==> src/rtl/wpr_pkg.sv <==
// Shared types and constants for the weighted phase remap block.
package wpr_pkg;

    localparam int LEAVES_DEF = 256;
    localparam int LEAF_IDX_W = 12;
    localparam int PHASE_W    = 16;
    localparam int WEIGHT_W   = 16;
    localparam int FUNC_W     = 2;
    localparam int HIT_W      = 8;

    localparam int DIV_QUO_W = 17;
    localparam int DIV_DEN_W = 16;
    localparam int DIV_NUM_W = DIV_QUO_W + DIV_DEN_W;

    typedef enum logic [FUNC_W-1:0] {
        FUNC_SET_INDEX = 2'd0,
        FUNC_SET_PHASE = 2'd1,
        FUNC_REMAP     = 2'd2,
        FUNC_NONE      = 2'd3
    } t_func;

    typedef enum logic {
        OP_SET   = 1'b0,
        OP_REMAP = 1'b1
    } t_op;

    typedef struct packed {
        t_op                   op;
        logic [LEAF_IDX_W-1:0] leaf;
        logic [PHASE_W-1:0]    phase;
        logic [WEIGHT_W-1:0]   weight;
    } t_cmd;

endpackage

==> src/rtl/wpr_queue.sv <==
// Two-entry command queue between the front end and the tree engine.
module wpr_queue #(
    parameter int W = $bits(wpr_pkg::t_cmd)
) (
    input  logic         i_clk,
    input  logic         i_rst_n,
    input  logic         i_push_valid,
    output logic         o_push_ready,
    input  logic [W-1:0] i_push_data,
    output logic         o_pop_valid,
    input  logic         i_pop_ready,
    output logic [W-1:0] o_pop_data
);
    import wpr_pkg::*;

    logic [W-1:0] r_mem [2];
    logic         r_wp;
    logic         r_rp;
    logic [1:0]   r_cnt;
    logic         push;
    logic         pop;

    assign o_push_ready = (r_cnt != 2'd2);
    assign o_pop_valid  = (r_cnt != 2'd0);
    assign o_pop_data   = r_mem[r_rp];
    assign push         = i_push_valid && o_push_ready;
    assign pop          = o_pop_valid && i_pop_ready;

    always_ff @(posedge i_clk) begin
        if (!i_rst_n) begin
            r_wp  <= 1'b0;
            r_rp  <= 1'b0;
            r_cnt <= 2'd0;
        end else begin
            if (push) begin
                r_wp <= !r_wp;
            end
            if (pop) begin
                r_rp <= !r_rp;
            end
            if (push && !pop) begin
                r_cnt <= r_cnt + 2'd1;
            end else if (pop && !push) begin
                r_cnt <= r_cnt - 2'd1;
            end
        end
        if (push) begin
            r_mem[r_wp] <= i_push_data;
        end
    end

endmodule

==> config.mk <==
export PLATFORM = sky130hd
export DESIGN_NAME = wpr_queue
export DESIGN_NICKNAME = d
export VERILOG_FILES = /design/src/rtl/wpr_pkg.sv /design/src/rtl/wpr_queue.sv
export SDC_FILE = /design/constraint.sdc
export NUM_CORES = 1
export LEC_CHECK = 0
export BUFFER_PORTS_ARGS = -buffer_cell sky130_fd_sc_hd__buf_2
export CORE_ASPECT_RATIO = 1.4
export CORE_MARGIN = 3
export CORE_UTILIZATION = 46
export CTS_CLUSTER_DIAMETER = 80
export DETAILED_ROUTE_END_ITERATION = 8
export GPL_TIMING_DRIVEN = 0
export PLACE_DENSITY = 0.77
export SLEW_MARGIN = 20
export SYNTH_ARGS = -nofsm -noshare
export SYNTH_HDL_FRONTEND = slang
export SYNTH_SLANG_ARGS = --single-unit
export TNS_END_PERCENT = 20
==> constraint.sdc <==
create_clock -name i_clk -period 2.2 [get_ports i_clk]
set_clock_uncertainty 0.15 [all_clocks]
set_input_delay 0.55 -clock i_clk [delete_from_list [all_inputs] [get_ports i_clk]]
set_output_delay 0.55 -clock i_clk [all_outputs]
set_load 0.02 [all_outputs]
==> metrics.txt <==
overall routing resource usage=13.8%; cell count after synthesis=164; # diodes=0; clk_lat worst skew=340 ps; share of the synthesized area in the top cell type=77.7%; Core ar.=7160 um^2; number of buffers created by CTS=9; met3 Use GR=3.22%; Antenna Violating Nets Remaining=0; max-cap viol count=0; Overflow after GRT=0; syn avg cell area=21.2 um^2; most frequent cell after synthesis=edfxtp_1; Reg clk slew, reported paths=80 ps; Setup TNS Final=0 ps; Hold Path Class=primary input to register; Root Buffer=clkbuf_8; CTS max path bufs=2; DR pass1 iterations=4; Synthesized Nets=214; fin. max-slew vios=0; post-DP HPWL=3960 um; CP Capture Type=primary output; CTS Sinks=95; first-pass GRT wire length=8670 um; CTS tree=done; ys async rst share=0%; Yosys cell types=19; Vias per Instance=4.83; layout cells sized above 1=59.9%; # port buffers=95; Slew headroom=58.1%; final hold violation count=0; Power, Total=5090 uW; # IOs=96; startpoint types=register; routed vias=1822; final WL=6160 um; M2 GR Usage=25.3%; DR WL/cell=16.3 um; Setup CP Type=register to primary output; Chip Height=109 um; Worst VDD drop=0.647 mV; crit share post-route=99.5%; Layout Nets=327; FMAX=0.457 GHz; power density over the cells=1130 nW/um^2; Final GP Congestion=0.661; initial antenna violation count=0; status=finished, final reports clean; number of flops mapped to enable cells by yosys=90; Die W=79.5 um; RSZ-0062 raised after global routing=yes; FF-to-FF setup slack=450 ps; sequential share of the synthesized area=80.6%; post-synthesis register bit count=95; Post-Layout Cell Count=377; ranking of synthesized cells by area=edfxtp_1, mux2_2, dfxtp_1; Most Crowded Layer GR=met2; Mapped Area=3480 um^2; CTS Hold Buffers Added=0; Row Count=36; final critical-path setup slack=10.2 ps; met1 usage=13.7%; Main synth FF type=edfxtp_1; Period minus WS final=2190 ps; Area Growth Syn to Fin=29.9%; number of global-route vias before repair=1849; Starting Density=48.5%; die area=8650 um^2; Leak=0.00171 uW; synth cell count leaders=edfxtp_1, mux2_2, buf_2, dfxtp_1, and2_1; Max FO, Critical Path=6; largest net degree at the start of global routing=46; dpl ws=25.6 ps; CP arrival=1490 ps; placed cells=355; Synth warnings=0; worst-margin pin slew=629 ps; placement-stage cell area=4090 um^2; H-Tree Depth=3; largest area contributor in the netlist=edfxtp_1; endpoints failing setup=0; drt initial violations=131; drt drc=0; CP Data Required Time=1500 ps; fin area=4520 um^2
worst max-delay path, cell delays in order (launching register included):
cell and delay (ps):
dfxtp_2 370, buf_12 150, clkbuf_16 150, mux2_2 330, buf_2 160
worst paths after layout:
check                       from        endpoint  cells past startpoint
setup / recovery        register  o_pop_data[30]                      4
setup reg to reg        r_cnt[0]     r_mem[1][8]                      2
hold reg to reg         r_cnt[1]        r_cnt[1]                      2
hold / removal    i_push_data[2]     r_mem[1][2]                      1
layout by cell type, fill, tap and decap left out, types with 2 or more instances in the layout:
cell type  Yosys  routed
and2_1         4       4
buf_12         0       4
clkbuf_16      0       2
buf_2          5      83
edfxtp_1      90      90
clkbuf_1       0       5
mux2_2        45      36
clkbuf_8       0      10
buf_4          0       4
buf_8          0       2
xnor2_1        2       2
buf_6          0      12
dfxtp_1        5       4
mux2_4         0       9
layer usage:
layer / vias to the layer above / part of all wire, %
li1: 867 / -
met1: 889 / 36
met2: 57 / 57
met3: 9 / 5.6
met4: 0 / 2.1
met5: - / 0
timing repair:
item	CTS	global route
endpoints found under the setup margin	40	42
gates resized for setup	14	39
buffers inserted	3	0
hold endpoints to repair	0	0
cloned	0	3
power by group:
part | leakage [uW] | internal, uW | switching (uW)
logic | 0.000747 | 890 | 898
registers | 0.000882 | 2260 | 79.8
clock network | 0.0000780 | 445 | 520
total | 0.00171 | 3600 | 1500
layout make-up:
cell class / count / area, um^2
flip-flops and latches: 95 / 2800
fillers: 529 / 2650
multi-input cells: 63 / 684
repair buffers: 102 / 651
clock buffers: 15 / 156
well taps: 95 / 119
plain buffers: 5 / 90.1
clock inverters: 1 / 7.51
inverters: 1 / 3.75
metrics by stage:
stage	hold slack, ps	util [%]
5_1_grt	219	63.1
6_report	242	63.1
3_3_place_gp	384	56.9
3_5_place_dp	410	57.1
4_1_cts	217	60.4
2_1_floorplan	362	-
logic make-up after synthesis:
family | share of synthesized area [%]
mux | 14.6
simple gates | 1.87
flops | 80.6
compound gates | 1.01
buf+inv | 0.827
xor+xnor | 0.756
fa+ha+maj | 0.360
flip-flops by register name (all words and copies together) (netlist names), named ones only:
signal  cells
r_wp        1
r_rp        1
r_mem      90
r_cnt       2
Note: power is estimated with default switching activity, not from simulation.
