## src/rtl/wpr_pkg.sv

```systemverilog
// Shared types and constants for the weighted phase remap block.
package wpr_pkg;

    localparam int LEAVES_DEF = 256;
    localparam int LEAF_IDX_W = 12;
    localparam int PHASE_W    = 16;
    localparam int WEIGHT_W   = 16;
    localparam int FUNC_W     = 2;
    localparam int HIT_W      = 8;

    localparam int DIV_QUO_W = 17;
    localparam int DIV_DEN_W = 16;
    localparam int DIV_NUM_W = DIV_QUO_W + DIV_DEN_W;

    typedef enum logic [FUNC_W-1:0] {
        FUNC_SET_INDEX = 2'd0,
        FUNC_SET_PHASE = 2'd1,
        FUNC_REMAP     = 2'd2,
        FUNC_NONE      = 2'd3
    } t_func;

    typedef enum logic {
        OP_SET   = 1'b0,
        OP_REMAP = 1'b1
    } t_op;

    typedef struct packed {
        t_op                   op;
        logic [LEAF_IDX_W-1:0] leaf;
        logic [PHASE_W-1:0]    phase;
        logic [WEIGHT_W-1:0]   weight;
    } t_cmd;

endpackage

```

## src/rtl/wpr_front.sv

```systemverilog
// Front end: accepts input beats and turns them into tree commands.
module wpr_front #(
    parameter int LEAVES = wpr_pkg::LEAVES_DEF
) (
    input  logic                         i_clk,
    input  logic                         i_rst_n,
    input  logic                         i_in_valid,
    output logic                         o_in_ready,
    input  logic [wpr_pkg::FUNC_W-1:0]   i_func,
    input  logic [7:0]                   i_leaf_index,
    input  logic [wpr_pkg::PHASE_W-1:0]  i_phase_in,
    input  logic [wpr_pkg::WEIGHT_W-1:0] i_weight,
    output logic                         o_cmd_valid,
    input  logic                         i_cmd_ready,
    output wpr_pkg::t_cmd                o_cmd
);
    import wpr_pkg::*;

    localparam int CMP_W  = LEAF_IDX_W + 1;
    localparam int PROD_W = PHASE_W + CMP_W;

    logic             r_valid;
    logic             n_valid;
    t_cmd             r_cmd;
    t_cmd             n_cmd;
    logic             keep;
    logic             accept;
    logic [PROD_W-1:0] phase_prod;

    assign o_in_ready  = !r_valid || i_cmd_ready;
    assign accept      = i_in_valid && o_in_ready;
    assign o_cmd_valid = r_valid;
    assign o_cmd       = r_cmd;

    // Leaf owning a phase: floor(phase * LEAVES / 2^16).
    assign phase_prod = PROD_W'(i_phase_in) * PROD_W'(LEAVES);

    always_comb begin
        n_cmd.weight = i_weight;
        n_cmd.phase  = i_phase_in;
        n_cmd.op     = OP_SET;
        n_cmd.leaf   = LEAF_IDX_W'(i_leaf_index);
        keep         = 1'b0;
        unique case (t_func'(i_func))
            FUNC_SET_INDEX: begin
                keep = CMP_W'(i_leaf_index) < CMP_W'(LEAVES);
            end
            FUNC_SET_PHASE: begin
                n_cmd.leaf = phase_prod[PHASE_W +: LEAF_IDX_W];
                keep       = 1'b1;
            end
            FUNC_REMAP: begin
                n_cmd.op = OP_REMAP;
                keep     = 1'b1;
            end
            FUNC_NONE: begin
                keep = 1'b0;
            end
        endcase
        n_valid = r_valid && !i_cmd_ready;
        if (accept) begin
            n_valid = keep;
        end
    end

    always_ff @(posedge i_clk) begin
        if (!i_rst_n) begin
            r_valid <= 1'b0;
        end else begin
            r_valid <= n_valid;
        end
        if (accept) begin
            r_cmd <= n_cmd;
        end
    end

endmodule

```

## config.mk

```make
export PLATFORM = sky130hd
export DESIGN_NAME = wpr_front
export DESIGN_NICKNAME = d
export VERILOG_FILES = /design/src/rtl/wpr_pkg.sv /design/src/rtl/wpr_front.sv
export SDC_FILE = /design/constraint.sdc
export NUM_CORES = 1
export LEC_CHECK = 0
export BUFFER_PORTS_ARGS = -buffer_cell sky130_fd_sc_hd__buf_2
export CAP_MARGIN = 10
export CORE_MARGIN = 1
export CORE_UTILIZATION = 44
export DETAILED_ROUTE_END_ITERATION = 7
export GPL_ROUTABILITY_DRIVEN = 0
export GPL_TIMING_DRIVEN = 0
export MAX_ROUTING_LAYER = met4
export PLACE_DENSITY_LB_ADDON = 0.2
export SKIP_LAST_GASP = 1
export SYNTH_ARGS = -nofsm -noshare
export SYNTH_HDL_FRONTEND = slang
export SYNTH_SLANG_ARGS = --single-unit
```

## constraint.sdc

```tcl
create_clock -name i_clk -period 3.6 [get_ports i_clk]
set_input_delay 0.72 -clock i_clk [delete_from_list [all_inputs] [get_ports i_clk]]
set_output_delay 0.72 -clock i_clk [all_outputs]
set_load 0.01 [all_outputs]
```

==> results.md <==
- Status: finished, final reports clean
- Wirelength per Cell: 12.1 um
- Dominant cells by area after synthesis: edfxtp_1 (84%), mux2_4 (8.2%), buf_4 (2.0%)
- CTS tree: done
- Mean Syn Cell Area: 23.7 um2
- Max-slew headroom: 39.6%
- TritonCTS Buffers: 5
- Sink Count: 42
- Synth Instances: 62
- R2R Setup Slk: 2.04 ns
- First-pass GRT wire length: 3460 um
- Vias in the first global route: 781
- Synth top cells by count: edfxtp_1 (41), mux2_4 (8), buf_4 (4)
- DRT iter0 DRCs: 17
- DRC Markers: 0
- Initial Utilization: 47.3%
- Fin. max-slew vios: 0
- Power Dens Cells: 470 mW/mm2
- Post-synth top area cell: edfxtp_1
- Antenna violations before repair: 0
- GRT Total Usage: 14.7%
- Worst Skew: 0.00405 ns
- Root Buffer: clkbuf_4
- Most frequent cell after synthesis: edfxtp_1
- TritonRoute pass-1 iters: 3
- Layout Nets: 206
- Crit path time final: 1.83 ns
- Max cap viols: 0
- Worst-margin pin slew: 0.905 ns
- Total inserted antenna cells: 0
- Ys async rst share: 0%
- Detailed Route WL: 2480 um
- Yosys warning count: 0
- CP max FO: 3
- Tightest hold margin: 0.548 ns
- Clk buf depth: 2
- Worst path arrival time: 1.11 ns
- RSZ-0062 raised after global routing: no
- Port bufs: 88
- Top cell type's share of synthesized area: 84.0%
- Die Y-Extent: 59.7 um
- Chip width: 59.7 um
- Post-route insts no fill: 204
- Largest net degree at the start of global routing: 42
- CTS Hold Bufs: 0
- Startpoint Class: input port
- Maximum vdd drop: 0.361 mV
- CP endpoint kind: output pin
- Cts repair resizes: 0
- Crit Path Class: input port to output pin
- Post-CTS setup buffer count: 0
- Std-Cell Rows: 20
- Post-Syn Area: 0.00147 mm2
- Setup TNS: 0 ns
- Max Clk Rate: 546 MHz
- DRT antenna net count: 0
- Share of cells above drive strength 1: 68.8%
- Final setup fails: 0
- Gr ovfl total: 0
- Post-synth EDFFs: 41
- Die area: 0.00357 mm2
- Core Region: 0.00310 mm2
- IO Pins: 93
- Top FF cell, synth: edfxtp_1
- Later-pin clock latency in the skew report: 0.34 ns
- Vias: 871
- Data required time of the worst path: 2.88 ns
- Tightest Hold Check Type: input port to flip-flop
- Clock transition at path regs: 0.11 ns
- Netlist cell types: 12
- # H-tree levels: 2
- Layout area overhead: 39.5%
- HPWL after DPL: 1800 um
- Vias per cell: 4.27
- Placed Instances: 197
- P_leak: 0.000913 uW
- Final Hold Viols: 0
- Sequential area share after synthesis: 85.3%
- Final Cycle Share: 50.8%
- #FFs+latches synth: 42
[flip-flops by register name (all words and copies together), names as in the netlist]
register     count
o_cmd           41
o_cmd_valid      1
[metal layers]
| layer | routed length [um] | up-vias | GRT usage, % |
|---|---|---|---|
| li1 | - | 423 | - |
| met3 | 252 | 8 | 6.49 |
| met4 | 59 | 0 | 7.97 |
| met1 | 880 | 384 | 15.4 |
| met5 | 0 | - | - |
| met2 | 1280 | 56 | 23.2 |
[path summary, 6_finish.rpt]
path,depth (start not counted),to,startpoint
worst max-delay path,3,o_in_ready,i_cmd_ready
worst max register to register,2,o_cmd[26]$_DFFE_PP_,o_cmd_valid$_SDFF_PN0_
worst min register to register,2,o_cmd_valid$_SDFF_PN0_,o_cmd_valid$_SDFF_PN0_
worst min-delay path,1,o_cmd[6]$_DFFE_PP_,i_weight[6]
[placed cells by master, fill, tap and decap left out]
master	n
nand2b_1	1
mux2_4	8
clkinv_1	1
a21boi_0	1
nor2b_1	1
conb_1	4
a21bo_2	1
buf_6	1
clkbuf_4	5
and2_2	1
bufinv_16	1
edfxtp_1	41
buf_2	88
nor2b_4	1
dfxtp_1	1
buf_4	4
[cell families (layout without fill, tap and decap cells)]
family          after synthesis  count (layout)  share of synthesized area (%)
flops                        42              42                           85.3
buf+inv                       5             100                           2.82
other cells                   1               4                          0.256
mux                           8               8                           8.19
compound gates                2               2                           1.19
simple gates                  4               4                           2.22
[worst max-delay path, stage by stage]
cell and delay, ns:
buf_2 0.09, nand2b_1 0.15, buf_2 0.15
[through the flow]
step           setup WS (ns)  utilization, %  area, um2  power (uW)
6_report                1.77            65.9       2050         961
5_1_grt                 1.76            65.9       2050         998
3_5_place_dp            1.51            63.6       1970         696
3_3_place_gp           0.996            63.6       1970         693
2_1_floorplan           1.28               -       1480         640
4_1_cts                 1.77            65.9       2050         972
[power by group]
group | total, uW | internal (uW) | leakage (uW) | switching [uW]
clock | 278 | 140 | 0.0000387 | 137
sequential | 579 | 573 | 0.000406 | 6.25
combinational | 104 | 52.8 | 0.000468 | 51.6
[cell type report]
cell class	instances	area (um2)
Clock inverter	2	33.8
Clock buffer	5	37.5
Sequential cell	42	1250
Fill cell	243	1060
Multi-Input combinational cell	18	186
Timing Repair Buffer	88	440
Tap cell	44	55.1
Buffer	5	41.3
No activity file was read; power rests on OpenSTA's default activity.
